`src/rtl/core/register_read_count_scoreboard_unit_assert.svh`:
```
// assertion macros for the read-count scoreboard
`ifndef REGISTER_READ_COUNT_SCOREBOARD_UNIT_ASSERT_SVH
`define REGISTER_READ_COUNT_SCOREBOARD_UNIT_ASSERT_SVH

// same-cycle implication, checked out of reset
`define RRCS_ASSERT_NOW(lbl, ante, cons) \
  lbl: assert property (@(posedge clk) disable iff (!rst_n) (ante) |-> (cons)) \
    else $error("rrcs check failed");

// next-cycle implication, checked out of reset
`define RRCS_ASSERT_NEXT(lbl, ante, cons) \
  lbl: assert property (@(posedge clk) disable iff (!rst_n) (ante) |=> (cons)) \
    else $error("rrcs check failed");

`endif

```
`src/rtl/core/rrcs_ram.sv`:
```
// generic single-write, single-read ram with registered read data
`default_nettype none
module rrcs_ram #(
  parameter int WIDTH = 8,
  parameter int DEPTH = 256,
  localparam int AW = $clog2(DEPTH)
) (
  input  wire logic             clk,
  input  wire logic             we,
  input  wire logic [AW-1:0]    waddr,
  input  wire logic [WIDTH-1:0] wdata,
  input  wire logic [AW-1:0]    raddr,
  output logic      [WIDTH-1:0] rdata
);
  logic [WIDTH-1:0] mem_r [DEPTH];
  logic [WIDTH-1:0] rdata_r;

  // write port
  always_ff @(posedge clk) begin
    if (we) begin
      mem_r[waddr] <= wdata;
    end
  end

  // registered read port
  always_ff @(posedge clk) begin
    rdata_r <= mem_r[raddr];
  end

  assign rdata = rdata_r;
endmodule
`default_nettype wire

```
`config.mk`:
```
export PLATFORM = sky130hd
export DESIGN_NAME = rrcs_ram
export DESIGN_NICKNAME = d
export VERILOG_FILES = /design/src/rtl/core/register_read_count_scoreboard_unit_assert.svh /design/src/rtl/core/rrcs_ram.sv
export SDC_FILE = /design/constraint.sdc
export NUM_CORES = 2
export LEC_CHECK = 0
export BUFFER_PORTS_ARGS = -buffer_cell sky130_fd_sc_hd__buf_2
export CAP_MARGIN = 20
export CORE_MARGIN = 8
export CORE_UTILIZATION = 35
export DETAILED_ROUTE_END_ITERATION = 6
export PLACE_DENSITY = 0.61
export SLEW_MARGIN = 20
export SYNTH_ARGS = -nofsm -noshare
export SYNTH_HDL_FRONTEND = slang
export SYNTH_SLANG_ARGS = --single-unit
```
`constraint.sdc`:
```
create_clock -name clk -period 6 [get_ports clk]
set_input_delay 0.3 -clock clk [delete_from_list [all_inputs] [get_ports clk]]
set_output_delay 0.3 -clock clk [all_outputs]
set_load 0.01 [all_outputs]
```
Word-level counts from Yosys, hierarchy flattened:

Memory sizes are Yosys's and may differ from the RTL's. A register that Yosys moved wholly into a read port is not among the register bits.
Cells that the tools add are included.

* multiplexer cells: 2

Operator list (count)
* 1-bit 2-to-1 mux: 2

* bits in writable memories: 2048
* logic and storage cells: 3
* input port bits: 26
* memories: 1
* register bits: 0

Memories
* mem_r: depth 256, bits a word 8, rd ports 1, clocked after memory_dff 1, wr ports 1, RTL line rrcs_ram.sv:15 `logic [WIDTH-1:0] mem_r [DEPTH];`

Logic depth before layout (Yosys ltp):

* depth in word-level cells: 2
* mapped depth: 11

Worst setup path before layout:

Ideal clock, no wire load.

* path kind: in2reg
* start: input port raddr[0]
* end: register rdata_r[2], in the netlist rdata[2], read port of mem_r
* required time: 5.869 ns
* arrival: 2.107 ns
* path slack: 3.762 ns
* path buffers: 4
* cell stages on the path: 9
* cells stage by stage: buf_6 > buf_12 > buf_8 > buf_2 > mux4_2 > a22oi_1 > a21oi_1 > nor4_1 > nor4_2

RTL lines
* from (decl): RTL line rrcs_ram.sv:12 `input wire logic [AW-1:0] raddr,`
* to (decl): RTL line rrcs_ram.sv:16 `logic [WIDTH-1:0] rdata_r;`

==> implementation parameters <==
Parameter                              Value

Power and ir drop
  Switching power    6.40 mW
  Highest ir drop seen on vdd    0.000250 V
  Combinational share of power    4.7%
  Switching share of power    21.7%
  Clock network fraction of design power    41.5%
  Leakage power    27.0 nW
  Power per cell area    330 nW/µm²
  Sequential share of power    53.8%
  Internal Pwr Total    23.1 mW

Global route
  Pin count of the biggest net entering global routing    205
  Aggregate global routing overflow    0
  Global-route wire length before repair    280,000 µm
  Overall global routing resource usage    15.6%
  Number of antenna violations at the first check in global routing    13
  Number of global-route vias before repair    38,200

Worst setup path
  Endpoint required time on the critical path    6700 ps
  Crit path max fanout    59
  Critical path class    input pin to register
  Worst path most repeated cell    sky130_fd_sc_hd__buf_4
  Highest-delay cell along the critical path    sky130_fd_sc_hd__buf_4
  Endpoint arrival time on the critical path    3680 ps
  Worst R2R Start    mem_r[83][5]$_DFFE_PP_
  Worst reg2reg endpoint    rdata[5]$_DFF_P_
  CP Launch Type    input pin
  Crit path max-delay family    buffers and inverters
  Element type at the critical path end    register
  Setup slack of the worst register-to-register path    3220 ps
  Maximum single-stage delay on the critical path    570 ps
  Worst path buffer plus inverter count    3
  Crit path cell chain    buf_8 > buf_4 > buf_4 > mux4_2 > nand2b_1 > a311oi_1 > o221ai_1 > a211oi_1 > nor4_1
  Length in cells of the worst reg-to-reg path    6

Routing
  Via Count    38,200
  Vias per cell    5.46
  Routed wire per std cell    27.8 µm
  Total DRC errors in the routed layout    0
  Total Routed Length    194,000 µm
  Initial DRC Count    4,549
  Pre-Repair DR Iteration Count    6
  Post-detailed-route count of antenna-violating nets    0

Worst hold path
  Worst hold path depth    1
  Destination of the worst hold path    mem_r[121][3]$_DFFE_PP_
  Startpoint of the most critical hold path    wdata[3]
  Hold/Removal Path Class    input pin to register

Clock tree
  Number of clock sinks    2,056
  PostCTS Resize Cnt    0
  Depth of the CTS H-tree    4
  TritonCTS clock tree    done
  Buffers from clock root to sink, at most    3
  Clock buffers created by TritonCTS    199
  Clock-pin slew on the worst setup and hold paths    70 ps
  Clock network latency to the later pin of the worst-skew pair    850 ps
  Root Buffer    sky130_fd_sc_hd__clkbuf_16

STA
  Share of the clock period used by the worst path    49.6%
  Least-Margin Pin Slew    1140 ps
  Fmax    336 MHz
  Clock skew    62.7 ps
  Final min period    2980 ps
  Worst slew margin relative to its limit    23.4%
  Number of hold-slack violations in the final timing report    0
  Final worst setup slack    3020 ps
  Final slew viol count    0
  RSZ-0062 raised after global routing    false
  Final count of negative-setup-slack endpoints    0
  Setup total negative slack    0 ps

Place
  DP Wirelength    117,000 µm
  Number of input and output port buffers inserted    33
  Dpl ws    2120 ps
  Final Wtd Congestion    0.837
  Placed cell count    6,617

Yosys
  Commonest register cell after synthesis    sky130_fd_sc_hd__edfxtp_1
  Post-Synthesis Cells    3,733
  Cell taking the most area after synthesis    sky130_fd_sc_hd__edfxtp_1
  Synthesized area per cell    21.3 µm²
  Number of flops mapped to enable cells by yosys    2,048
  Biggest area contributors in the synthesized netlist    sky130_fd_sc_hd__edfxtp_1 77%, sky130_fd_sc_hd__mux4_2 13%, sky130_fd_sc_hd__mux2i_1 1.7%
  Portion of the post-synthesis area used by sequential elements    77.5%
  Syn Std Cell Area    79,600 µm²
  Number of distinct library cells after synthesis    55
  Asr flop ratio synth    0%
  Flip-flop and latch count after synthesis    2,056
  Net count after synthesis    3,759
  Number of warnings issued by yosys    0
  Top-area cell type share of the netlist area    77.3%

Final layout
  Net total in the final layout    3,840
  Footprint of the multi-input gates    16,500 µm²
  Seq. cell area    61,700 µm²
  Count of filler cells inserted in the layout    19,900
  Area added between synthesis and finish    12.5%
  Utilization of the core after routing    39.5%
  Fraction of layout cells with a size suffix above 1    21.7%
  Fin cells    7,001

Die
  Die span in y    493 µm
  Die Outline Area    243,000 µm²
  Initial Util    35.1%
  Count of pins on the block boundary    34
  Core area    227,000 µm²
  Width of the chip    493 µm
  Row Count    175

Run
  Maximum capacitance violations    0

Outcome
  Outcome    complete, no violations
## routing by layer
metal	part of all wire, %	global-route usage, %	up-vias
met2	48	25.0	1598
met5	0.019	0	-
li1	-	-	15800
met3	7.5	2.94	335
met1	41	21.7	20400
met4	3.3	5.20	6
## synthesized netlist by cell type, types with 5 or more instances
master                     instances
sky130_fd_sc_hd__dfxtp_1           8
sky130_fd_sc_hd__a221oi_1         13
sky130_fd_sc_hd__nor2_1          282
sky130_fd_sc_hd__mux4_2          454
sky130_fd_sc_hd__nor3_1           22
sky130_fd_sc_hd__a21oi_1          96
sky130_fd_sc_hd__buf_4            27
sky130_fd_sc_hd__buf_12            8
sky130_fd_sc_hd__edfxtp_1       2048
sky130_fd_sc_hd__a22oi_1         133
sky130_fd_sc_hd__a22o_1            8
sky130_fd_sc_hd__nand4_1          10
sky130_fd_sc_hd__o22a_1            5
sky130_fd_sc_hd__and2_1            6
sky130_fd_sc_hd__nor2b_1          31
sky130_fd_sc_hd__o221ai_1         46
sky130_fd_sc_hd__clkbuf_1        111
sky130_fd_sc_hd__nand3_1          34
sky130_fd_sc_hd__buf_8            13
sky130_fd_sc_hd__nand2_1          33
sky130_fd_sc_hd__buf_2            31
sky130_fd_sc_hd__a211oi_1         16
sky130_fd_sc_hd__nor4_1           24
sky130_fd_sc_hd__o21ai_0          10
sky130_fd_sc_hd__o211ai_1         10
sky130_fd_sc_hd__mux2i_1         134
sky130_fd_sc_hd__nand2b_1          8
sky130_fd_sc_hd__buf_6            21
sky130_fd_sc_hd__buf_1            22
sky130_fd_sc_hd__o22ai_1          28
## placed cells by master (no fill, tap or decap), types with 46 or more instances in the layout
cell type and n:
sky130_fd_sc_hd__nor2_1 277, sky130_fd_sc_hd__edfxtp_1 2048, sky130_fd_sc_hd__mux2i_1 134, sky130_fd_sc_hd__a22oi_1 133, sky130_fd_sc_hd__o221ai_1 46, sky130_fd_sc_hd__clkinv_1 56, sky130_fd_sc_hd__buf_4 60, sky130_fd_sc_hd__mux4_2 454
sky130_fd_sc_hd__a21oi_1 96, sky130_fd_sc_hd__clkbuf_16 201
## sequential cells by signal, summed over array words and instances, names as in the netlist
name and count:
rdata 8, mem_r 2048
## power by group through the flow
stage          registers [mW]  clock network [mW]  logic (mW)
6_report                 15.9                12.3        1.39
5_1_grt                  15.9                13.0        1.46
4_1_cts                  15.9                12.4        1.40
3_5_place_dp             16.2                   0        1.40
3_3_place_gp             16.2                   0        1.38
2_1_floorplan            16.2                   0       0.769
## cell type report
| cell class | instances | share of cell area, % |
|---|---|---|
| sequential | 2056 | 68.9 |
| timing repair buffer | 113 | 1.22 |
| inverter | 2 | 0.00839 |
| tap | 3009 | 4.21 |
| clock buffer | 241 | 5.79 |
| antenna | 6 | 0.0168 |
| clock inverter | 132 | 1.41 |
| multi-input combinational | 1442 | 18.5 |
## logic make-up after synthesis
group / after synthesis / share of synthesized area (%)
compound gates: 385 / 3.42
buf+inv: 235 / 1.83
flops: 2056 / 77.5
mux: 591 / 14.6
simple gates: 466 / 2.63
## worst reg2reg max path, stage by stage (launching register included)
cell	delay, ps
sky130_fd_sc_hd__edfxtp_1	360
sky130_fd_sc_hd__mux4_2	490
sky130_fd_sc_hd__a22o_1	300
sky130_fd_sc_hd__a221oi_1	660
sky130_fd_sc_hd__o32ai_1	200
sky130_fd_sc_hd__nor3_1	510
sky130_fd_sc_hd__nor4_1	150
## repair_timing
item,CTS,global route
hold buffers,5,0
setup endpoints to repair,0,0
endpoints found under the hold margin,252,0
setup buffers,0,0
## through the flow
stage	cell area, µm²	total power [mW]	hold slack (ps)
floorplan	79600	16.9	399
global placement	83000	17.6	725
detailed placement	83000	17.6	732
CTS	89500	29.7	37.5
global route	89500	30.3	57.0
finish	89500	29.5	64.1
## worst max-delay path by stage
| stage | startpoint | end | cells after the start |
|---|---|---|---|
| floorplan | raddr[0] | rdata[2]$_DFF_P_ | 9 |
| global placement | raddr[1] | rdata[7]$_DFF_P_ | 8 |
| detailed placement | raddr[0] | rdata[6]$_DFF_P_ | 8 |
| CTS | raddr[0] | rdata[6]$_DFF_P_ | 8 |
| global route | raddr[0] | rdata[3]$_DFF_P_ | 8 |
| finish | raddr[0] | rdata[5]$_DFF_P_ | 9 |
(Power assumes the default switching activity.)
