**src/rtl/core/register_read_count_scoreboard_unit_assert.svh**
```systemverilog
// assertion macros for the read-count scoreboard
`ifndef REGISTER_READ_COUNT_SCOREBOARD_UNIT_ASSERT_SVH
`define REGISTER_READ_COUNT_SCOREBOARD_UNIT_ASSERT_SVH

// same-cycle implication, checked out of reset
`define RRCS_ASSERT_NOW(lbl, ante, cons) \
  lbl: assert property (@(posedge clk) disable iff (!rst_n) (ante) |-> (cons)) \
    else $error("rrcs check failed");

// next-cycle implication, checked out of reset
`define RRCS_ASSERT_NEXT(lbl, ante, cons) \
  lbl: assert property (@(posedge clk) disable iff (!rst_n) (ante) |=> (cons)) \
    else $error("rrcs check failed");

`endif

```
**src/rtl/core/rrcs_fifo.sv**
```systemverilog
// two-entry queue between the front end and the back end
`default_nettype none
module rrcs_fifo #(
  parameter int WIDTH = 8
) (
  input  wire logic             clk,
  input  wire logic             rst_n,
  input  wire logic             push,
  output logic                  full,
  input  wire logic [WIDTH-1:0] wdata,
  input  wire logic             pop,
  output logic                  empty,
  output logic      [WIDTH-1:0] rdata
);
  logic [WIDTH-1:0] mem_r [2];
  logic             wr_ptr_r, wr_ptr_nxt;
  logic             rd_ptr_r, rd_ptr_nxt;
  logic [1:0]       cnt_r, cnt_nxt;
  logic             do_push, do_pop;

  assign full    = (cnt_r == 2'd2);
  assign empty   = (cnt_r == 2'd0);
  assign do_push = push && !full;
  assign do_pop  = pop && !empty;
  assign rdata   = mem_r[rd_ptr_r];

  // pointer and fill count update
  always_comb begin
    wr_ptr_nxt = do_push ? !wr_ptr_r : wr_ptr_r;
    rd_ptr_nxt = do_pop ? !rd_ptr_r : rd_ptr_r;
    cnt_nxt    = cnt_r;
    if (do_push && !do_pop) begin
      cnt_nxt = cnt_r + 2'd1;
    end else if (do_pop && !do_push) begin
      cnt_nxt = cnt_r - 2'd1;
    end
  end

  always_ff @(posedge clk) begin
    if (!rst_n) begin
      wr_ptr_r <= 1'b0;
      rd_ptr_r <= 1'b0;
      cnt_r    <= 2'd0;
    end else begin
      wr_ptr_r <= wr_ptr_nxt;
      rd_ptr_r <= rd_ptr_nxt;
      cnt_r    <= cnt_nxt;
    end
  end

  // entry storage
  always_ff @(posedge clk) begin
    if (do_push) begin
      mem_r[wr_ptr_r] <= wdata;
    end
  end
endmodule
`default_nettype wire

```
**config.mk**
```make
export PLATFORM = sky130hd
export DESIGN_NAME = rrcs_fifo
export DESIGN_NICKNAME = d
export VERILOG_FILES = /design/src/rtl/core/register_read_count_scoreboard_unit_assert.svh /design/src/rtl/core/rrcs_fifo.sv
export SDC_FILE = /design/constraint.sdc
export NUM_CORES = 1
export LEC_CHECK = 0
export BUFFER_PORTS_ARGS = -buffer_cell sky130_fd_sc_hd__buf_2
export CAP_MARGIN = 10
export CORE_MARGIN = 8
export CORE_UTILIZATION = 45
export CTS_CLUSTER_DIAMETER = 150
export CTS_CLUSTER_SIZE = 28
export DETAILED_ROUTE_END_ITERATION = 10
export PLACE_DENSITY = 0.78
export REMOVE_ABC_BUFFERS = 1
export SYNTH_ARGS = -nofsm -noshare
export SYNTH_HDL_FRONTEND = slang
export SYNTH_SLANG_ARGS = --single-unit
export TNS_END_PERCENT = 5
```
**constraint.sdc**
```tcl
create_clock -name clk -period 2.65 [get_ports clk]
set_input_delay 0.1325 -clock clk [delete_from_list [all_inputs] [get_ports clk]]
set_output_delay 0.1325 -clock clk [all_outputs]
set_load 0.01 [all_outputs]
```
* After elaboration in Yosys (flattened, before gate mapping)
Memories as Yosys holds them, arrays and structs flattened. A register that Yosys moved wholly into a read port is not among the register bits. Index checks and enable logic that the tools add are counted.
Operators by class: reductions and logical operators 12, add/subtract/negate cells 2, mux-type cells 6, equality and inequality tests 1
Operator list (count):
- zero test 1 bit | 6
- logical AND 1 bit | 4
- two-way mux 1 bit | 4
- two-way mux 2 bit | 2
- adder 2 x 1 -> 2 bit, second input constant | 1
- == test 2 bit, second input constant | 1
- zero test 2 bit | 1
- nonzero test 2 bit | 1
- subtractor 2 x 1 -> 2 bit, second input constant | 1
Storage, ports and cells: memories kept 1, output and inout port bits 10, RAM bits 16, bits in registers 4
Memory list:
- mem_r | words 2, bits a word 8, rd ports 1, clocked after Yosys merged registers in 1, write ports 1, RTL line rrcs_fifo.sv:15 | logic [WIDTH-1:0] mem_r [2];

* Longest topological paths before layout
Gate-level depths: netlist of run 1.
word-level depth 7, depth in mapped cells 7, mapped depth without buffers 7

* Least setup slack after synthesis of run 1
OpenSTA, ideal clock, no wires.
path type register -> register, start point register cnt_r[0], end point register cnt_r[1], library setup time 0.070 ns, clock period less this slack 1.547 ns, path slack 1.103 ns, cell stages (with the launch flop) 7, required time 2.580 ns, arrival time 1.477 ns, path buffers 0, cell sequence dfxtp_1 > nand2b_1 > inv_1 > nor2_1 > ha_1 > or3_1 > a21oi_1
Between the ends: cells in the longest elaborated chain, start to end 6, elaborated cells between the ends (all ways) 15, those cells by class add/sub (2); eq/ne (1); mux (2); reduce/logical (10)
RTL lines:
- start, declared | RTL line rrcs_fifo.sv:18 | logic [1:0] cnt_r, cnt_nxt;
- start signal, assigned | RTL line rrcs_fifo.sv:47 | cnt_r <= cnt_nxt;
- == test 2 bit (*) | RTL line rrcs_fifo.sv:21 | assign full = (cnt_r == 2'd2);
- named net full | RTL line rrcs_fifo.sv:9 | output logic full,
- zero test 1 bit (*) | RTL line rrcs_fifo.sv:23 | assign do_push = push && !full;
- logical AND 1 bit (*) | RTL line rrcs_fifo.sv:23
- named net do_push | RTL line rrcs_fifo.sv:19 | logic do_push, do_pop;
- zero test 1 bit | RTL line rrcs_fifo.sv:34 | end else if (do_pop && !do_push) begin
- logical AND 1 bit | RTL line rrcs_fifo.sv:34
- nonzero test 2 bit (no line)
Mark *: on every way through the listed nets, which the timed path passes. The rest lies on a longest branch. The select of a mux whose other input is x is not followed. A chain may end at the register's enable or synchronous reset.

* Final worst setup path of run 1
start point register cnt_r[0], end point register cnt_r[1]
Between the ends: cells in the longest elaborated chain, start to end 6, elaborated cells between the ends (all ways) 15, those cells by class add/sub (2); eq/ne (1); mux (2); reduce/logical (10)
RTL lines (RTL line):
- == test 2 bit (*) | rrcs_fifo.sv:21
- zero test 1 bit (*) | rrcs_fifo.sv:23
- logical AND 1 bit (*) | rrcs_fifo.sv:23
- named net do_push | rrcs_fifo.sv:19
- zero test 1 bit | rrcs_fifo.sv:34
- logical AND 1 bit | rrcs_fifo.sv:34
- nonzero test 2 bit (no line)
Marked as above.

==> impl_metrics.ini, run 1 <==
[run_status]
run_status = finished clean

[critical_path]
cp_num_cells = 6
cp_top_family = simple AND/OR/NAND/NOR gates
endpoint_kind = flop
startpoint_type = flop
reg2reg_depth = 6
crit_type = flop to flop
rr_endpoint = cnt_r[1]
crit_required_ns = 2.87
slowest_stage = or3_1
cp_max_fo = 5
slowest_delay_ns = 0.37
r2r-start = cnt_r[0]
path_cells = nand2b_1 -> inv_1 -> nor2_1 -> ha_1 -> or3_1 -> a21oi_1
cp_num_buf_inv = 1
crit_arrival_ns = 1.81
r2r_setup_slack_ns = 1.06

[worst_hold_path]
worstHoldStart = wdata[0]
min_delay_worst_endpoint = mem_r[1][0]
hold_class = primary input to flop
min_path_cells = 1

[floorplan]
die_h_um = 58.25
die_w_um = 58.25
rows = 15
core_sq_um = 1708
num_io_pins = 22
dieArea_sq_um = 3393
initial_core_util_pct = 47.03

[grt]
grt_pass1_vias = 464
grt_max_degree = 12
grt_remaining_overflow = 0
grt_usage_pct = 7.780
antenna_found_initial = 0
grt_pass1_wl_um = 2007

[synthesis]
yosys_warnings = 0
synth.area.mux_share_pct = 11.21
synth.distinct_cells = 16
syn-cell-area_sq_um = 803.3
synth_cells = 51
yosys.area_share.simple_pct = 5.919
ys_seq_elements = 21
ys_seq_area_share_pct = 72.27
synthAdderAreaFrac_pct = 1.558
synth_top_family_by_area = multiplexers
synthXorXnorAreaFrac_pct = 3.271
synth_area_per_cell_sq_um = 15.75
synth_compound_area_share_pct = 3.738

[timing]
worstMarginPinSlew_ns = 0.7192
rsz0062_at_grt = false
period_share_pct = 59.97
fmax_mhz = 629.3
hold_viol_final = 0
hold_slack_ns = 0.02610
slew_headroom_pct = 51.79
tns_ns = 0
finalCriticalPeriod_ns = 1.589
final_max_slew_viol_count = 0
finalSetupViolations = 0
finClkSkew_ns = 0.004780

[cts]
cts_hold_buffers = 0
cts_tree = built
cts.sinks = 21
root_buffer = clkbuf_4
clk-insertion-delay-late_ns = 0.29
htree_levels = 1
postCtsSetupBuffers = 0
cts_resized = 0
clk_path_buf_depth = 2
numCtsBuffers = 3
clk_pin_slew_worst_paths_ns = 0.11

[routing]
drt_iter0_drc = 9
drc_errors = 0
drt-wirelength-per-cell_um = 12.86
wirelength_um = 1286
vias_per_cell = 4.680
vias = 468
ant_nets = 0
dr.pass1.iters = 4

[layout]
drive_gt1_share_pct = 44.00
multiInputGateArea_sq_um = 206.4
final_common_cell = buf_2
seqCellArea_sq_um = 580.6
fin_nets = 89
syn2layout_area_growth_pct = 19.63
most-common-layout-cells = buf_2 (21), edfxtp_1 (16), mux2_2 (8)
antenna-diode-count = 0
n_fill_cell = 148

[power_and_ir_drop]
max-vdd-ir-drop_mv = 0.4316
power.leakage_nw = 0.3883
power_density_nw_per_um2 = 906.2

[placed_design]
place.gp.congestion = 0.6807
dp_hpwl_um = 947.5
port_buffers = 21

[job]
cap_viol_max_count = 0
[cell usage after synthesis]
master / number / share of area, %
o21ai_0: 2 / 1.2
nand2b_1: 1 / 0.78
and3_1: 1 / 0.78
xor2_1: 3 / 3.3
dfxtp_1: 5 / 12
edfxtp_1: 16 / 60
inv_1: 3 / 1.4
ha_1: 1 / 1.6
mux2_2: 8 / 11
nor3_2: 1 / 1.2
or3_1: 1 / 0.78
buf_2: 1 / 0.62
a21boi_0: 1 / 0.93
o21a_1: 1 / 0.93
nor2_1: 5 / 2.3
a21oi_1: 1 / 0.62
[metal layers]
metal / up-vias / global-route usage [%] / part of all wire (%)
li1: 232 / - / -
met1: 220 / 7.359 / 41
met3: 2 / 4.636 / 9.1
met5: - / 0 / 0
met4: 0 / 2.098 / 0.47
met2: 14 / 13.85 / 49
[flip-flops by register name, summed over array words and instances, names as in the netlist, named ones only]
signal    count
mem_r        16
wr_ptr_r      1
cnt_r         2
rd_ptr_r      1
[logic make-up (layout without fill, tap and decap cells)]
| logic type | count (synthesis) | count (layout) |
|---|---|---|
| AO/OA/AOI/OAI | 5 | 5 |
| XOR/XNOR | 3 | 3 |
| adder cells (fa/ha/maj) | 1 | 1 |
| buffers and inverters | 4 | 28 |
| flip-flops | 21 | 21 |
| multiplexers | 8 | 8 |
| AND/OR/NAND/NOR | 9 | 9 |
[power by group]
group	internal [W]	leakage, nW	switching [W]
clock	0.0000584	0.0150	0.0000855
sequential	0.000420	0.191	0.0000424
combinational	0.000129	0.183	0.000135
total	0.000608	0.388	0.000263
[cell type report]
cell class | count | share of cell area (%)
sequential | 21 | 60.42
clock buffer | 4 | 2.734
multi-input combinational | 26 | 21.48
inverter | 3 | 1.172
timing repair buffer | 21 | 10.94
tap | 25 | 3.255
[metrics by stage]
| stage | total power [W] | std cells | instance area, sq um | util, % | setup slack (ns) |
|---|---|---|---|---|---|
| after global routing | 0.0009262 | 100 | 960.9 | 56.26 | 0.9439 |
| after floorplan | 0.0006409 | 50 | 798.3 | - | 1.103 |
| after global placement | 0.0007263 | 96 | 934.6 | 54.73 | 1.127 |
| after CTS | 0.0008819 | 100 | 960.9 | 56.26 | 1.052 |
| after detailed placement | 0.0007392 | 96 | 934.6 | 54.73 | 1.074 |
| final | 0.0008707 | 100 | 960.9 | 56.26 | 1.061 |
[how the worst max path moves through the flow]
stage | from | endpoint | slack [ns]
floorplan | cnt_r[0] | cnt_r[1] | 1.10
global placement | cnt_r[0] | mem_r[0][5] | 1.13
detailed placement | cnt_r[0] | mem_r[0][2] | 1.07
CTS | cnt_r[0] | cnt_r[1] | 1.05
global route | cnt_r[0] | cnt_r[1] | 0.94
finish | cnt_r[0] | cnt_r[1] | 1.06
No activity file was read; power rests on OpenSTA's default activity.
==> run 2, diff against run 1 <==
==> constraint.sdc (replaced) <==
create_clock -name clk -period 1.5 [get_ports clk]
set_input_delay 0.075 -clock clk [delete_from_list [all_inputs] [get_ports clk]]
set_output_delay 0.075 -clock clk [all_outputs]
set_load 0.01 [all_outputs]
==> impl_metrics.ini, run 2 (synthesis gave the netlist of run 1 again) <==
[cts]
clk-insertion-delay-late_ns = 0.29
clk_path_buf_depth = 2
cts_tree = built
htree_levels = 1
cts.sinks = 21
clk_pin_slew_worst_paths_ns = 0.11
root_buffer = clkbuf_4
numCtsBuffers = 3

[floorplan]
dieArea_sq_um = 3393
rows = 15
initial_core_util_pct = 47.03
die_w_um = 58.25
core_sq_um = 1708
die_h_um = 58.25
num_io_pins = 22

[layout]
drive_gt1_share_pct = 49.44
fin_nets = 103
final_common_cell = buf_2
final_util_pct = 64.62
top_register = mem_r
syn2layout_area_growth_pct = 37.38
reg_top3 = mem_r x16, cnt_r x2
antenna-diode-count = 0
largest_reg_flops = 16
most-common-layout-cells = buf_2 (21), edfxtp_1 (16), dlygate4sd3_1 (9)

[worst_hold_path]
hold_class = primary input to flop

[placed_design]
dp_slack_ns = -0.04012
place.gp.congestion = 0.6429
dp_hpwl_um = 1089
port_buffers = 21

[routing]
vias = 511
drt-wirelength-per-cell_um = 13.57
dr.pass1.iters = 4
ant_nets = 0
drt_iter0_drc = 8
drc_errors = 0
vias_per_cell = 4.482
wirelength_um = 1547

[timing]
rsz0062_at_grt = true
period_share_pct = 96.86
worstMarginPinSlew_ns = 0.3832
finalCriticalPeriod_ns = 1.453
final_max_slew_viol_count = 0
hold_viol_final = 0
slew_headroom_pct = 74.45
finClkSkew_ns = 0.004802
fmax_mhz = 688.3
setup_slack_ns = 0.04709
finalSetupViolations = 0

[critical_path]
cp_max_fo = 3
crit_required_ns = 1.73
crit_type = flop to flop
endpoint_kind = flop
crit_arrival_ns = 1.68
startpoint_type = flop

[power_and_ir_drop]
power.leakage_nw = 0.4527
max-vdd-ir-drop_mv = 0.9834
power_density_nw_per_um2 = 1535

[job]
cap_viol_max_count = 0

[grt]
grt_max_degree = 12
antenna_found_initial = 0
grt_remaining_overflow = 0
grt_pass1_vias = 524
grt_pass1_wl_um = 2339
grt_usage_pct = 9.478

[run_status]
run_status = finished clean
==> run 2: metrics by stage <==
stage	hold WS, ns	instance area (sq um)	cells	power, W	setup TNS, ns
final	0.1413	1104	114	0.001694	0
after global routing	0.1578	1104	114	0.001806	-0.009138
after CTS	0.1328	1091	113	0.001669	0
after detailed placement	0.2672	964.7	100	0.001371	-0.04012
after global placement	0.2631	964.7	100	0.001336	0
after floorplan	0.1739	798.3	50	0.001132	-0.04721
==> run 2: path summary, 6_finish.rpt <==
path | start | endpoint | slack, ns | depth (start not counted)
hold / removal | push | wr_ptr_r | 0.14 | 3
setup / recovery | cnt_r[0] | cnt_r[1] | 0.05 | 6
hold reg to reg | rd_ptr_r | flop | 0.53 | 2
setup reg to reg | cnt_r[0] | cnt_r[1] | 0.05 | 6
==> run 2: routing by layer <==
layer | share of wire (%) | wire [um] | GRT usage [%]
met5 | 0 | 0 | 0
met4 | 0.78 | 12 | 5.245
met2 | 51 | 791 | 16.56
met3 | 6.5 | 101 | 4.636
met1 | 41 | 642 | 8.816
==> run 2: layout make-up <==
class,count,area (sq um)
Fill cell,124,604.3
Sequential cell,21,584.3
Timing Repair Buffer,35,232.7
Multi-Input combinational cell,26,217.7
Tap cell,25,31.28
Clock buffer,4,26.28
Inverter,3,11.26
==> run 2: worst max-delay path: stages (launching register included) <==
cell	delay, ns
dfxtp_2	0.34
nand2b_4	0.15
inv_2	0.06
nor2_1	0.04
ha_1	0.31
or3_1	0.37
a21oi_2	0.12
==> run 2: what timing repair did <==
item,4_1_cts,5_1_grt
hold buffers,9,0
endpoints found under the setup margin,1,9
pin swaps,1,3
buffers inserted,0,1
resized for setup,3,4
endpoints found under the hold margin,17,0
==> run 2: power breakdown <==
part	switching [W]	leakage (nW)	internal, W
combinational	0.000284	0.246	0.000326
sequential	0.0000800	0.192	0.000750
clock	0.000152	0.0150	0.000103
total	0.000515	0.453	0.00118
==> run 3, diff against run 2 <==
--- a/config.mk
+++ b/config.mk
@@ -5,14 +5,15 @@
 export SDC_FILE = /design/constraint.sdc
 export NUM_CORES = 1
 export LEC_CHECK = 0
-export BUFFER_PORTS_ARGS = -buffer_cell sky130_fd_sc_hd__buf_2
+export ABC_CLOCK_PERIOD_IN_PS = 1500
 export CAP_MARGIN = 10
 export CORE_MARGIN = 8
 export CORE_UTILIZATION = 45
 export CTS_CLUSTER_DIAMETER = 150
 export CTS_CLUSTER_SIZE = 28
 export DETAILED_ROUTE_END_ITERATION = 10
-export PLACE_DENSITY = 0.78
+export DONT_BUFFER_PORTS = 1
+export PLACE_DENSITY = 0.68
 export REMOVE_ABC_BUFFERS = 1
 export SYNTH_ARGS = -nofsm -noshare
 export SYNTH_HDL_FRONTEND = slang
==> impl_metrics.ini, run 3 (synthesis gave the netlist of run 1 again) <==
[run_status]
run_status = finished clean

[timing]
finalSetupViolations = 0
hold_viol_final = 0
final_max_slew_viol_count = 0
hold_slack_ns = 0.03399
worstMarginPinSlew_ns = 0.3914
fmax_mhz = 691.8
finClkSkew_ns = 0.003059
finalCriticalPeriod_ns = 1.445
period_share_pct = 96.36
tns_ns = 0
slew_headroom_pct = 73.91

[critical_path]
cp_max_fo = 3
cp_num_cells = 6
reg2reg_depth = 6
crit_type = flop to flop
path_cells = nand2b_4 -> inv_2 -> nor2_1 -> ha_1 -> or3_1 -> a21oi_2
rr_endpoint = cnt_r[1]
r2r_setup_slack_ns = 0.05
r2r-start = cnt_r[0]
cp_top_family = simple AND/OR/NAND/NOR gates
endpoint = cnt_r[1]
cp_num_buf_inv = 1
crit_required_ns = 1.73
startpoint_type = flop
slowest_stage = or3_1
cp-startpoint = cnt_r[0]
endpoint_kind = flop
crit_arrival_ns = 1.68
slowest_delay_ns = 0.37

[worst_hold_path]
worstHoldStart = push
hold_class = primary input to flop

[grt]
grt_usage_pct = 8.387
grt_pass1_wl_um = 2083
grt_max_degree = 13
grt_pass1_vias = 480
antenna_found_initial = 0
grt_remaining_overflow = 0

[cts]
clk-insertion-delay-late_ns = 0.29
htree_levels = 1
postCtsSetupBuffers = 0
clk_pin_slew_worst_paths_ns = 0.11
cts.sinks = 21
cts_tree = built
root_buffer = clkbuf_4
clk_path_buf_depth = 2
numCtsBuffers = 3

[routing]
drt_iter0_drc = 5
wirelength_um = 1316
vias = 458
drt-wirelength-per-cell_um = 14.15
dr.pass1.iters = 2
drc_errors = 0
ant_nets = 0
vias_per_cell = 4.925

[layout]
syn2layout_area_growth_pct = 24.30
largest_reg_flops = 16
fin_nets = 82
reg_top3 = mem_r x16, cnt_r x2
final_common_cell = edfxtp_1
antenna-diode-count = 0
stdcell_count = 93
drive_gt1_share_pct = 33.82
most-common-layout-cells = edfxtp_1 (16), dlygate4sd3_1 (9), mux2_2 (8)
n_fill_cell = 141
final_util_pct = 58.46
top_register = mem_r

[power_and_ir_drop]
max-vdd-ir-drop_mv = 0.7378
power.leakage_nw = 0.3716
power_density_nw_per_um2 = 1592
power_w = 0.001590

[placed_design]
dp_hpwl_um = 904.1
dp.cells = 80
port_buffers = 0
place.gp.congestion = 0.6509

[floorplan]
core_sq_um = 1708
num_io_pins = 22
die_h_um = 58.25
dieArea_sq_um = 3393
die_w_um = 58.25
rows = 15
initial_core_util_pct = 47.03

[job]
cap_viol_max_count = 0
==> run 3: report_power, final <==
group          total [W]  switching (W)  internal (W)
Sequential      0.000822      0.0000749      0.000747
Clock           0.000258       0.000159     0.0000991
Combinational   0.000510       0.000255      0.000255
==> run 3: worst min-delay path by stage <==
stage	cells after the start	slack, ns	end
finish	2	0.03	wr_ptr_r
global route	2	0.03	wr_ptr_r
CTS	2	0.02	wr_ptr_r
detailed placement	0	0.17	mem_r[1][4]
global placement	0	0.17	mem_r[1][2]
floorplan	0	0.17	mem_r[0][0]
==> run 3: worst register-to-register path, cell delays in order (launching register included) <==
cell and delay [ns]:
dfxtp_2 0.35, nand2b_4 0.13, inv_2 0.04, nor2_1 0.11
ha_1 0.26, or3_1 0.37, a21oi_2 0.13
==> run 3: per-layer routing <==
layer | vias up | GRT usage, % | wire (um)
li1 | 222 | - | -
met1 | 216 | 8.179 | 558
met2 | 18 | 12.74 | 608
met3 | 2 | 5.740 | 138
met4 | 0 | 5.245 | 10
met5 | - | 0 | 0
==> run 3: area by class of cell <==
| type | count | area [sq um] | area share [%] |
|---|---|---|---|
| Clock buffer | 3 | 22.52 | 2.256 |
| Clock inverter | 1 | 5.005 | 0.5013 |
| Inverter | 3 | 11.26 | 1.128 |
| Multi-Input combinational cell | 26 | 217.7 | 21.80 |
| Sequential cell | 21 | 583.1 | 58.40 |
| Tap cell | 25 | 31.28 | 3.133 |
| Timing Repair Buffer | 14 | 127.6 | 12.78 |
==> run 3: per-stage QoR <==
step                      setup WS (ns)  cell area, sq um
after floorplan                -0.04721             798.3
after global placement          0.06698             867.1
after detailed placement        0.03825             867.1
after CTS                      0.009630             984.7
after global routing           -0.02475             998.5
final                           0.05457             998.5
==> run 3: repair_timing <==
action,CTS,global route
endpoints found under the hold margin,21,0
hold buffers,9,0
setup endpoints to repair,0,1
gates resized for setup,0,6
