### config.mk
export PLATFORM = sky130hd
export DESIGN_NAME = rrcs_back
export DESIGN_NICKNAME = d
export VERILOG_FILES = /design/src/rtl/core/rrcs_pkg.sv /design/src/rtl/core/rrcs_back.sv
export VERILOG_INCLUDE_DIRS = /design/src /design/src/rtl/core
export SDC_FILE = /design/constraint.sdc
export NUM_CORES = 1
export LEC_CHECK = 0
export BUFFER_PORTS_ARGS = -buffer_cell sky130_fd_sc_hd__clkbuf_2
export CAP_MARGIN = 20
export CORE_MARGIN = 2
export CORE_UTILIZATION = 57
export DETAILED_ROUTE_END_ITERATION = 6
export MAX_ROUTING_LAYER = met4
export PLACE_DENSITY = 0.93
export SETUP_SLACK_MARGIN = 0.02
export SLEW_MARGIN = 20
export SYNTH_ARGS = -nofsm -noshare
export SYNTH_HDL_FRONTEND = slang
export SYNTH_SLANG_ARGS = --single-unit
export TNS_END_PERCENT = 100
### constraint.sdc
create_clock -name clk -period 8.4 [get_ports clk]
set_clock_uncertainty 0.15 [all_clocks]
set_input_delay 0.84 -clock clk [delete_from_list [all_inputs] [get_ports clk]]
set_output_delay 0.84 -clock clk [all_outputs]
set_load 0.01 [all_outputs]
### src/rtl/core/register_read_count_scoreboard_unit_assert.svh
// assertion macros for the read-count scoreboard
`ifndef REGISTER_READ_COUNT_SCOREBOARD_UNIT_ASSERT_SVH
`define REGISTER_READ_COUNT_SCOREBOARD_UNIT_ASSERT_SVH

// same-cycle implication, checked out of reset
`define RRCS_ASSERT_NOW(lbl, ante, cons) \
  lbl: assert property (@(posedge clk) disable iff (!rst_n) (ante) |-> (cons)) \
    else $error("rrcs check failed");

// next-cycle implication, checked out of reset
`define RRCS_ASSERT_NEXT(lbl, ante, cons) \
  lbl: assert property (@(posedge clk) disable iff (!rst_n) (ante) |=> (cons)) \
    else $error("rrcs check failed");

`endif

### src/rtl/core/rrcs_pkg.sv
// shared constants and types of the read-count scoreboard
`default_nettype none
package rrcs_pkg;
  // parameter defaults
  localparam int NUM_WARPS_DEF      = 32;
  localparam int SLOTS_PER_WARP_DEF = 256;
  localparam int COUNT_WIDTH_DEF    = 8;

  // field widths
  localparam int OPND_N     = 6;
  localparam int REG_W      = 8;
  localparam int WARP_W     = 5;
  localparam int OP_W       = 2;
  localparam int STAGE_W    = 2;
  localparam int MODE_W     = 2;
  localparam int BLOOM_W    = 9;
  localparam int CMAX_W     = 8;
  localparam int CFG_IDX_W  = 2;
  localparam int CFG_DATA_W = 9;
  // modulo lanes: dividend width and remainder width
  localparam int KEY_W  = 9;
  localparam int REM_W  = 12;
  localparam int STEP_W = 4;

  // configuration register indexes
  localparam logic [CFG_IDX_W-1:0] CFG_TRACKING_MODE = 2'd0;
  localparam logic [CFG_IDX_W-1:0] CFG_SLOT_MOD      = 2'd1;
  localparam logic [CFG_IDX_W-1:0] CFG_READ_LIMIT    = 2'd2;

  // operation codes of an input item
  typedef enum logic [OP_W-1:0] {
    OP_RESERVE = 2'd0,
    OP_RELEASE = 2'd1,
    OP_CHECK   = 2'd2
  } op_t;

  // work class decided by the front end
  typedef enum logic [1:0] {
    CLS_NOP     = 2'd0,
    CLS_RESERVE = 2'd1,
    CLS_RELEASE = 2'd2,
    CLS_CHECK   = 2'd3
  } cls_t;

  // control part of a queued work descriptor
  typedef struct packed {
    cls_t              cls;
    logic [OPND_N-1:0] act;
  } work_ctl_t;
endpackage
`default_nettype wire

### src/rtl/core/rrcs_back.sv
// back end: clears the table, runs counter updates and holds the result
`default_nettype none
`include "register_read_count_scoreboard_unit_assert.svh"
module rrcs_back #(
  parameter int NUM_WARPS      = rrcs_pkg::NUM_WARPS_DEF,
  parameter int SLOTS_PER_WARP = rrcs_pkg::SLOTS_PER_WARP_DEF,
  parameter int COUNT_WIDTH    = rrcs_pkg::COUNT_WIDTH_DEF,
  localparam int ADDR_W        = $clog2(NUM_WARPS * SLOTS_PER_WARP)
) (
  input  wire logic                               clk,
  input  wire logic                               rst_n,
  input  wire logic                               q_empty,
  output logic                                    q_pop,
  input  wire rrcs_pkg::work_ctl_t                q_ctl,
  input  wire logic [rrcs_pkg::OPND_N-1:0][ADDR_W-1:0] q_addr,
  input  wire logic [rrcs_pkg::CMAX_W-1:0]        read_limit,
  output logic                                    clearing,
  output logic                                    ram_we,
  output logic [ADDR_W-1:0]                       ram_waddr,
  output logic [COUNT_WIDTH:0]                    ram_wdata,
  output logic [ADDR_W-1:0]                       ram_raddr,
  input  wire logic [COUNT_WIDTH:0]               ram_rdata,
  output logic                                    out_empty,
  input  wire logic                               out_pop,
  output logic                                    out_read_collision,
  output logic                                    out_write_collision,
  output logic                                    out_release_error
);
  import rrcs_pkg::*;

  localparam int DEPTH = NUM_WARPS * SLOTS_PER_WARP;
  localparam int CMP_W = (COUNT_WIDTH > CMAX_W) ? COUNT_WIDTH : CMAX_W;

  typedef enum logic [4:0] {
    B_CLEAR = 5'b00001,
    B_IDLE  = 5'b00010,
    B_READ  = 5'b00100,
    B_WRITE = 5'b01000,
    B_DONE  = 5'b10000
  } bstate_t;

  bstate_t                 state_r, state_nxt;
  logic [ADDR_W-1:0]       clr_r, clr_nxt;
  cls_t                    cls_r, cls_nxt;
  logic [OPND_N-1:0]       act_r, act_nxt;
  logic [OPND_N-1:0][ADDR_W-1:0] addr_r, addr_nxt;
  logic [2:0]              lane_r, lane_nxt;
  logic                    rd_r, rd_nxt;
  logic                    wr_r, wr_nxt;
  logic                    err_r, err_nxt;
  logic                    out_valid_r, out_valid_nxt;
  logic                    out_rd_r, out_rd_nxt;
  logic                    out_wr_r, out_wr_nxt;
  logic                    out_err_r, out_err_nxt;
  logic                    out_free;
  logic                    last_lane;
  logic                    ent_valid;
  logic [COUNT_WIDTH-1:0]  ent_count;
  logic [CMP_W-1:0]        cnt_ext;
  logic [CMP_W-1:0]        max_ext;
  logic [COUNT_WIDTH-1:0]  upd_count;

  assign clearing  = (state_r == B_CLEAR);
  assign out_free  = !out_valid_r || out_pop;
  assign last_lane = (lane_r == 3'(OPND_N - 1));
  assign q_pop     = (state_r == B_IDLE) && !q_empty;

  // entry read back from the table
  assign ent_valid = ram_rdata[COUNT_WIDTH];
  assign ent_count = ram_rdata[COUNT_WIDTH-1:0];
  assign cnt_ext   = CMP_W'(ent_count);
  assign max_ext   = CMP_W'(read_limit);

  // saturating count update
  always_comb begin
    if (cls_r == CLS_RESERVE) begin
      if (!ent_valid) begin
        upd_count = COUNT_WIDTH'(1);
      end else if (ent_count != '1) begin
        upd_count = ent_count + COUNT_WIDTH'(1);
      end else begin
        upd_count = ent_count;
      end
    end else begin
      upd_count = (ent_count != '0) ? (ent_count - COUNT_WIDTH'(1)) : ent_count;
    end
  end

  // table ports
  assign ram_raddr = addr_r[lane_r];
  always_comb begin
    ram_we    = 1'b0;
    ram_waddr = addr_r[lane_r];
    ram_wdata = {1'b1, upd_count};
    if (state_r == B_CLEAR) begin
      ram_we    = 1'b1;
      ram_waddr = clr_r;
      ram_wdata = '0;
    end else if (state_r == B_WRITE) begin
      ram_we = (cls_r == CLS_RESERVE) || (cls_r == CLS_RELEASE && ent_valid);
    end
  end

  // sequencer
  always_comb begin
    state_nxt     = state_r;
    clr_nxt       = clr_r;
    cls_nxt       = cls_r;
    act_nxt       = act_r;
    addr_nxt      = addr_r;
    lane_nxt      = lane_r;
    rd_nxt        = rd_r;
    wr_nxt        = wr_r;
    err_nxt       = err_r;
    out_valid_nxt = out_valid_r && !out_pop;
    out_rd_nxt    = out_rd_r;
    out_wr_nxt    = out_wr_r;
    out_err_nxt   = out_err_r;
    unique case (state_r)
      B_CLEAR: begin
        clr_nxt = clr_r + ADDR_W'(1);
        if (clr_r == ADDR_W'(DEPTH - 1)) begin
          state_nxt = B_IDLE;
        end
      end
      B_IDLE: begin
        if (!q_empty) begin
          cls_nxt   = q_ctl.cls;
          act_nxt   = q_ctl.act;
          addr_nxt  = q_addr;
          lane_nxt  = '0;
          rd_nxt    = 1'b0;
          wr_nxt    = 1'b0;
          err_nxt   = 1'b0;
          state_nxt = B_READ;
        end
      end
      B_READ: begin
        if (act_r[lane_r]) begin
          state_nxt = B_WRITE;
        end else if (last_lane) begin
          state_nxt = B_DONE;
        end else begin
          lane_nxt = lane_r + 3'd1;
        end
      end
      B_WRITE: begin
        case (cls_r)
          CLS_RELEASE: begin
            if (!ent_valid) begin
              err_nxt = 1'b1;
            end
          end
          CLS_CHECK: begin
            rd_nxt = ent_valid && (max_ext != '0) && (cnt_ext >= max_ext);
            wr_nxt = ent_valid && (ent_count != '0);
          end
          default: ;
        endcase
        if (last_lane) begin
          state_nxt = B_DONE;
        end else begin
          lane_nxt  = lane_r + 3'd1;
          state_nxt = B_READ;
        end
      end
      B_DONE: begin
        if (out_free) begin
          out_valid_nxt = 1'b1;
          out_rd_nxt    = rd_r;
          out_wr_nxt    = wr_r;
          out_err_nxt   = err_r;
          state_nxt     = B_IDLE;
        end
      end
      default: state_nxt = B_IDLE;
    endcase
  end

  always_ff @(posedge clk) begin
    if (!rst_n) begin
      state_r     <= B_CLEAR;
      clr_r       <= '0;
      out_valid_r <= 1'b0;
    end else begin
      state_r     <= state_nxt;
      clr_r       <= clr_nxt;
      out_valid_r <= out_valid_nxt;
    end
  end

  // working and result registers
  always_ff @(posedge clk) begin
    cls_r     <= cls_nxt;
    act_r     <= act_nxt;
    addr_r    <= addr_nxt;
    lane_r    <= lane_nxt;
    rd_r      <= rd_nxt;
    wr_r      <= wr_nxt;
    err_r     <= err_nxt;
    out_rd_r  <= out_rd_nxt;
    out_wr_r  <= out_wr_nxt;
    out_err_r <= out_err_nxt;
  end

  assign out_empty           = !out_valid_r;
  assign out_read_collision  = out_rd_r;
  assign out_write_collision = out_wr_r;
  assign out_release_error   = out_err_r;

  // no work is taken while the table is being cleared
  `RRCS_ASSERT_NOW(a_no_pop_in_clear, state_r == B_CLEAR, !q_pop)
  // table writes only come from the clear sweep or an update step
  `RRCS_ASSERT_NOW(a_write_source, ram_we, state_r == B_CLEAR || state_r == B_WRITE)
  // a finished item always lands in the result register
  `RRCS_ASSERT_NEXT(a_result_loaded, state_r == B_DONE && out_free, out_valid_r)
endmodule
`default_nettype wire

## Word level (Yosys, flattened, before mapping)

Cells that the tools add are included.

| cells by class | value |
|---|---|
| add/sub/neg operators | 4 |
| order comparisons | 2 |
| equality and inequality tests | 19 |
| muxes and demuxes | 33 |
| bitwise logic cells | 1 |
| reductions and logical operators | 21 |

Operators with widths:

| kind | number |
|---|---|
| binary-select mux 13 bit (select 3 bit) | 1 |
| two-way mux 8 bit | 4 |
| two-way mux 5 bit | 6 |
| two-way mux 13 bit | 2 |
| case mux 5 bit (5 select lines) | 1 |
| nonzero test 8 bit | 2 |
| adder 13 x 1 -> 13 bit (second input constant) | 1 |
| == test 13 bit (second input constant) | 1 |
| two-way mux 1 bit | 10 |
| two-way mux 3 bit | 3 |
| two-way mux 9 bit | 1 |
| case mux 3 bit (3 select lines) | 1 |
| adder 8 x 1 -> 8 bit (second input constant) | 1 |
| greater-or-equal comparator 8 bit | 1 |
| inequality test 2 bit (second input constant) | 4 |
| inequality test 8 bit (second input constant) | 1 |
| AND reduction 4 bit | 2 |
| subtractor 8 x 1 -> 8 bit (second input constant) | 1 |
| logical AND 1 bit | 6 |
| inequality test 2 x 1 -> 1 bit (second input constant) | 3 |
| case mux 1 bit (2 select lines) | 3 |
| AND reduction 3 bit | 2 |
| == test 5 x 1 -> 1 bit (second input constant) | 1 |
| == test 5 x 2 -> 1 bit (second input constant) | 1 |
| 16 further kinds | 21 |

| word-level totals | value |
|---|---|
| register bits after elaboration | 114 |
| output and inout bits | 42 |

## Longest topological paths before layout

Gate-level depths: netlist of run 1.

| depth | value |
|---|---|
| depth in word-level cells | 5 |
| mapped depth | 8 |
| mapped depth without buffers | 7 |

## Worst setup path before layout of run 1

No wires, ideal clock.

| timing path | value |
|---|---|
| kind | input-to-output |
| start | input q_empty |
| end | output q_pop |
| arrival | 2.720 ns |
| data required time | 7.410 ns |
| setup slack | 4.690 ns |
| stages | 2 |
| path through | nand2b_1 inv_1 |

| between the ends | value |
|---|---|
| longest elaborated chain between the ends | 2 |

RTL lines:

| item | RTL line | RTL |
|---|---|---|
| start: declaration | rrcs_back.sv:12 | `input wire logic q_empty,` |
| zero test 1 bit | - |  |
| logical AND 1 bit | rrcs_back.sv:66 | `assign q_pop = (state_r == B_IDLE) && !q_empty;` |
| end: declaration | rrcs_back.sv:13 | `output logic q_pop,` |

Every way passes these cells.

## Worst setup path in the final report of run 1

| timing path | value |
|---|---|
| start | register state_r[2] |
| end | output ram_waddr[10] |

| between the ends | value |
|---|---|
| longest elaborated chain between the ends | 2 |

RTL lines:

| item | RTL line | RTL |
|---|---|---|
| start: declaration | rrcs_back.sv:42 | `bstate_t state_r, state_nxt;` |
| start signal: assignment | rrcs_back.sv:186 | `state_r <= state_nxt;` |
| == test 5 x 1 -> 1 bit | rrcs_back.sv:95 | `if (state_r == B_CLEAR) begin` |
| two-way mux 13 bit | rrcs_back.sv:95 |  |
| end: declaration | rrcs_back.sv:19 | `output logic [ADDR_W-1:0] ram_waddr,` |

Every way passes these cells.

==> impl_metrics.yaml, run 1 <==
flow_run:
  maxCapViolations: 0
routing:
  drt.antenna.violating_nets: 0
  drt_wl_total_um: 13410
  firstDrtPassIters: 4
  routed-via-count: 4189
  route.detailed.drc: 0
  first_iter_violations: 217
  routed_via_density: 5.731
  wl_per_cell_um: 18.34
setup_path:
  crit_family: "simple AND/OR/NAND/NOR gates"
  max_stage_delay_ns: 0.88
  cpMostUsedCell: "nor2_1"
  regToRegStartpoint: "state_r[2]$_SDFFE_PN0P_"
  crit_slowest_cell: "inv_1"
  endpoint_kind: "output pin"
  worst-path-buf-inv: 2
  critPathRequiredTime_ns: 7.41
  r2r-end: "clr_r[5]$_SDFFE_PN0P_"
  crit_path_start_kind: "flip-flop"
  critPathKind: "flip-flop to output pin"
  rrSetupSlack_ns: 5.45
  cp_max_fo: 29
  cp_data_arrival_time_ns: 3.12
  worst_r2r_path_depth: 6
  crit_chain: "nor4_1 > nand2_1 > inv_1 > nor2_1 > nor2_1 > clkbuf_2"
global_route:
  antenna_found_initial: 0
  grt_pass1_wl_um: 21070
  grt_max_degree: 53
  grt_usage: 0.2816
  grt_pass1_vias: 4337
  gr-total-overflow: 0
floorplan:
  start_util: 0.5887
  die_h_um: 101.9
  die_w_um: 101.9
  row_count: 35
  core_area_mm2: 0.009284
  die_area_mm2: 0.01039
  num_io_pins: 149
logic_synthesis:
  ys_seq_elements: 114
  synth_fp_nets: 562
  async_flop_share: 0
  yosysWarnings: 0
  synth_edf_count: 95
  yosysSeqAreaShare: 0.5916
  synth_ff_type: "edfxtp_1"
  syn_avg_cell_area_um2: 12.39
  ys_types: 61
  syn_area_mm2: 0.005465
  synthCells: 441
clock_network:
  clk_pin_slew_worst_paths_ns: 0.06
  root_buffer: "clkbuf_8"
  ctsLongestPathBuffers: 2
  cts_buffers: 17
  ctsHoldBuffers: 0
  cts.sinks: 114
  h-tree-depth: 4
  cts_resized: 0
  cts_setup_buffers: 0
  clock_latency_ns: 0.52
  cts_tree: "built"
timing:
  setup_violations: 0
  slew_headroom: 0.3827
  fmax_ghz: 0.2431
  rsz0062_at_grt: "false"
  hold_viol: 0
  setup_ws_ns: 4.286
  fin_crit_sh: 0.4898
  maxSlewViolCount: 0
  tns_ns: 0
  fin_crit_ns: 4.114
  worst_pin_slew_ns: 0.9250
  holdWs_ns: 0.2715
placement:
  port-buffer-count: 148
  place_congestion: 0.9048
  dp_hpwl_um: 9550
  dp_cells: 699
  place_ws_ns: 4.874
cells_and_area:
  final_cell_mix: "148 x clkbuf_2, 95 x edfxtp_1, 63 x nor2_1"
  insertedDiodeCount: 0
  final_common_cell: "clkbuf_2"
  seq_area_mm2: 0.003233
  nets: 710
  nFillCells: 619
  drive_gt1_frac: 0.3488
  stdcell_count: 731
  multiInputGateArea_mm2: 0.002019
  area_growth_syn_to_layout_pct: 25.76
hold_path:
  whs_path_depth: 0
  hold_start: "err_r$_DFFE_PP_"
  hp-class: "flip-flop to flip-flop"
  min_to: "out_release_error$_DFFE_PP_"
pwr:
  p_per_area_mw_per_mm2: 223.1
  vdd_drop_max_uv: 181.5
  leakagePower_uw: 0.002876
outcome:
  status: "complete, no violations"
-- where the power goes --
part / internal (uW) / switching, uW / leakage (uW)
registers: 623 / 8.84 / 0.00101
logic: 72.6 / 104 / 0.00157
clock network: 437 / 288 / 0.000293
total: 1130 / 401 / 0.00288
-- metrics by stage --
stage          total power [uW]  area [um^2]  utilization
2_1_floorplan             741.7         5465            -
3_5_place_dp              818.4         6276       0.6760
5_1_grt                    1586         6873       0.7403
6_report                   1533         6873       0.7403
3_3_place_gp              809.4         6276       0.6760
4_1_cts                    1539         6873       0.7403
-- kinds of logic (layout without fill, tap and decap cells) --
family,count (synthesis),count (layout),synth area share
AO/OA/AOI/OAI,58,58,0.07166
adder cells (fa/ha/maj),14,14,0.03205
flip-flops,114,114,0.5916
multiplexers,32,32,0.09158
buffers and inverters,49,210,0.03892
AND/OR/NAND/NOR,160,160,0.1518
XOR/XNOR,14,14,0.02244
-- metal layers --
metal	vias up	track usage	wire (um)
met5	-	-	0
met4	0	0.1344	407
met3	31	0.06156	923
met2	206	0.4767	7147
met1	2030	0.3185	4931
li1	1922	-	-
-- Yosys cell counts, drive strengths merged (2+ instances only) --
library cell,instances,share of area
o211ai,2,0.0027
o21ai,8,0.0073
nor2,65,0.046
o22ai,13,0.015
nor2b,4,0.0060
nor4b,3,0.0087
nand4,6,0.0069
nor3,9,0.0082
edfxtp,95,0.52
nand2b,7,0.0080
buf,12,0.013
ha,14,0.032
o32a,2,0.0037
a211oi,4,0.0055
nand3,11,0.012
a21boi,4,0.0055
a31oi,2,0.0023
mux2i,17,0.031
and2,13,0.015
and3,6,0.0069
clkbuf,9,0.0064
o21a,2,0.0027
nand2,22,0.015
dfxtp,19,0.070
nor4,5,0.0057
xor2,5,0.0080
a21oi,11,0.010
inv,28,0.019
xnor2,9,0.014
mux4,14,0.058
and2b,2,0.0032
o22a,2,0.0032
-- worst max path at each step --
stage                    endpoint                    start  cells after the start  slack, ns
finish              ram_waddr[10]  state_r[2]$_SDFFE_PN0P_                      6       4.29
global route        ram_waddr[10]  state_r[2]$_SDFFE_PN0P_                      6       3.99
CTS                  ram_waddr[3]  state_r[2]$_SDFFE_PN0P_                      6       4.32
detailed placement   ram_waddr[4]  state_r[2]$_SDFFE_PN0P_                      6       4.87
global placement     ram_waddr[4]  state_r[2]$_SDFFE_PN0P_                      6       4.85
floorplan                   q_pop                  q_empty                      2       4.69
-- cell type report --
cell class / count / area share
Inverter: 28 / 0.01547
Sequential cell: 114 / 0.4704
Tap cell: 129 / 0.02348
Clock inverter: 15 / 0.02658
Multi-Input combinational cell: 278 / 0.2938
Timing Repair Buffer: 150 / 0.1100
Clock buffer: 17 / 0.06026
-- state kept, by name, summed over array words and instances (netlist names) --
| signal | cells |
|---|---|
| out_read_collision | 1 |
| wr_r | 1 |
| err_r | 1 |
| state_r | 5 |
| act_r | 6 |
| addr_r | 78 |
| rd_r | 1 |
| out_valid_r | 1 |
| clr_r | 13 |
| out_release_error | 1 |
| out_write_collision | 1 |
| lane_r | 3 |
| cls_r | 2 |
Note: power is estimated with default switching activity, not from simulation.
==> run 2: changes to the inputs <==
ABC_AREA = 1   (was default)
CORE_UTILIZATION = 53   (was 57)
PLACE_DENSITY = 0.87   (was 0.93)
clock period = 3.9 ns   (was 8.4 ns; I/O delays follow)
==> run 2 against run 1 <==
  * Critical path depth is the same
  * Combinational power grew to 3.5 times the previous value
  * Hold slack lost 0.27 ns
  * Largest cell class unchanged
  * Clock power grew 120%
  * Power grew 130%
  * Critical endpoint is now ram_waddr[7]
  * Core utilization grew 2.9 points
  * Final area grew 15%
  * Highest routed layer unchanged
  * Largest power group unchanged
  * Final cell count grew 32%
==> impl_metrics.yaml, run 2 <==
outcome:
  status: "complete, no violations"
setup_path:
  critPathRequiredTime_ns: 3.36
  max_stage_delay_ns: 0.67
  crit_chain: "nor2_2 > o21ai_0 > o21ai_2 > nand2_1 > o21ai_1 > clkbuf_2"
  crit_path_start_kind: "flip-flop"
  rrSetupSlack_ns: 1.43
  cp_max_fo: 18
  regToRegStartpoint: "lane_r[1]$_SDFFCE_PN0P_"
  endpoint_kind: "output pin"
  critPathKind: "flip-flop to output pin"
  worst_r2r_path_depth: 5
  r2r-end: "lane_r[2]$_SDFFCE_PN0P_"
  crit_slowest_cell: "edfxtp_1"
  cp_data_arrival_time_ns: 2.73
logic_synthesis:
  async_flop_share: 0
  syn_area_mm2: 0.005608
  synth.area.top_cells: "edfxtp_1 51%, dfxtp_1 6.8%, nand2_1 6.5%"
  synthCells: 578
  syn_avg_cell_area_um2: 9.702
  yosysMostFrequentCell: "nand2_1"
  yosysSeqAreaShare: 0.5765
  ys_seq_elements: 114
  synth_edf_count: 95
  synthTopCellsByCount: "97 x nand2_1, 95 x edfxtp_1, 63 x nor2_1"
  yosysWarnings: 0
  synth_top_area_share: 0.5087
  synth_ff_type: "edfxtp_1"
  synth_fp_nets: 699
  synth_top_area_cell: "edfxtp_1"
  ys_types: 42
timing:
  maxSlewViolCount: 0
  tns_ns: 0
  fin_crit_ns: 3.266
  fin_crit_sh: 0.8373
  slew_headroom: 0.4038
  rsz0062_at_grt: "false"
  setup_violations: 0
  hold_viol: 0
  worst_pin_slew_ns: 0.8923
  fmax_ghz: 0.3062
hold_path:
  min_to: "out_valid_r$_SDFF_PN0_"
  hold_start: "out_pop"
  hp-class: "primary input to flip-flop"
  whs_path_depth: 4
clock_network:
  cts_buffers: 17
  cts_tree: "built"
  h-tree-depth: 4
  ctsLongestPathBuffers: 2
  cts_resized: 0
  cts.sinks: 114
  root_buffer: "clkbuf_8"
  clock_latency_ns: 0.53
  clk_pin_slew_worst_paths_ns: 0.06
global_route:
  gr-total-overflow: 0
  grt_pass1_wl_um: 30380
  grt_max_degree: 47
  grt_usage: 0.3733
  grt_pass1_vias: 5771
  antenna_found_initial: 1
routing:
  drt_wl_total_um: 20150
  routed_via_density: 5.972
  firstDrtPassIters: 6
  first_iter_violations: 799
  routed-via-count: 5769
  wl_per_cell_um: 20.86
  route.detailed.drc: 0
  drt.antenna.violating_nets: 0
flow_run:
  maxCapViolations: 0
cells_and_area:
  drive_gt1_frac: 0.2835
  nets: 937
  area_growth_syn_to_layout_pct: 41.05
  final_common_cell: "clkbuf_2"
  largest_register_ff_count: 78
  reg.largest.list: "addr_r (78), clr_r (13), act_r (6)"
  regMostFlops: "addr_r"
  final_cell_mix: "148 x clkbuf_2, 97 x nand2_1, 95 x edfxtp_1"
placement:
  dp_hpwl_um: 10530
  port-buffer-count: 148
  place_congestion: 0.9367
floorplan:
  start_util: 0.5457
  num_io_pins: 149
  row_count: 37
  die_area_mm2: 0.01142
  die_h_um: 106.9
  die_w_um: 106.9
  core_area_mm2: 0.01028
pwr:
  p_per_area_mw_per_mm2: 453.0
  vdd_drop_max_uv: 319.2
  leakagePower_uw: 0.003290
  p_total_uw: 3583
run 2: worst max-delay path by stage:
stage,start,to,cells past startpoint
floorplan,state_r[1]$_SDFFE_PN0P_,act_r[0]$_DFFE_PP_,4
global placement,lane_r[1]$_SDFFCE_PN0P_,ram_waddr[9],6
detailed placement,lane_r[1]$_SDFFCE_PN0P_,ram_waddr[1],6
CTS,lane_r[1]$_SDFFCE_PN0P_,ram_waddr[1],6
global route,lane_r[1]$_SDFFCE_PN0P_,ram_waddr[1],6
finish,lane_r[1]$_SDFFCE_PN0P_,ram_waddr[7],6
run 2: timing repair:
item | in CTS | in global routing
hold buffers | 86 | 0
setup buffers | 0 | 0
hold endpoints to repair | 86 | 0
endpoints found under the setup margin | 0 | 0
run 2: metal layers:
| metal | routed length [um] | global-route usage |
|---|---|---|
| met5 | 0 | - |
| met3 | 2134 | 0.08754 |
| met4 | 1776 | 0.2774 |
| met2 | 9919 | 0.6251 |
| met1 | 6322 | 0.3814 |
run 2: worst max-delay path: cells and delay by family (launching register included):
kind            cells  cell delay, ns
buf+inv             1            0.18
compound gates      3            0.62
flops               1            0.67
simple gates        2            0.73
run 2: area by class of cell:
class	count	area, um^2
clock inverter	15	160.2
multi-input combinational	385	2058
tap	136	170.2
timing repair buffer	238	1644
antenna	1	2.502
clock buffer	17	414.1
inverter	60	227.7
fill	579	2367
sequential	114	3233
run 2: cells by family after synthesis:
family	count (synthesis)	synth area share
buffers and inverters	79	0.05779
XOR/XNOR	7	0.01093
AND/OR/NAND/NOR	223	0.1816
flip-flops	114	0.5765
adder cells (fa/ha/maj)	14	0.03124
AO/OA/AOI/OAI	141	0.1419
run 2: per-stage QoR:
stage / std cells / utilization / worst slack, ns / hold slack, ns / area [um^2]
2_1_floorplan: 578 / - / 0.3550 / 0.2503 / 5610
4_1_cts: 965 / 0.7694 / 0.8268 / 0.007161 / 7908
3_3_place_gp: 847 / 0.6298 / 1.499 / 0.2536 / 6472
3_5_place_dp: 847 / 0.6298 / 1.374 / 0.2663 / 6472
5_1_grt: 966 / 0.7697 / 0.5382 / 0.06331 / 7910
6_report: 966 / 0.7697 / 0.6344 / 0.004505 / 7910
run 2: power breakdown:
part	internal, uW	switching [uW]	total (uW)	leakage, uW
sequential	1370	29.7	1400	0.00102
combinational	233	381	614	0.00200
clock	878	688	1570	0.000279
total	2480	1100	3580	0.00329
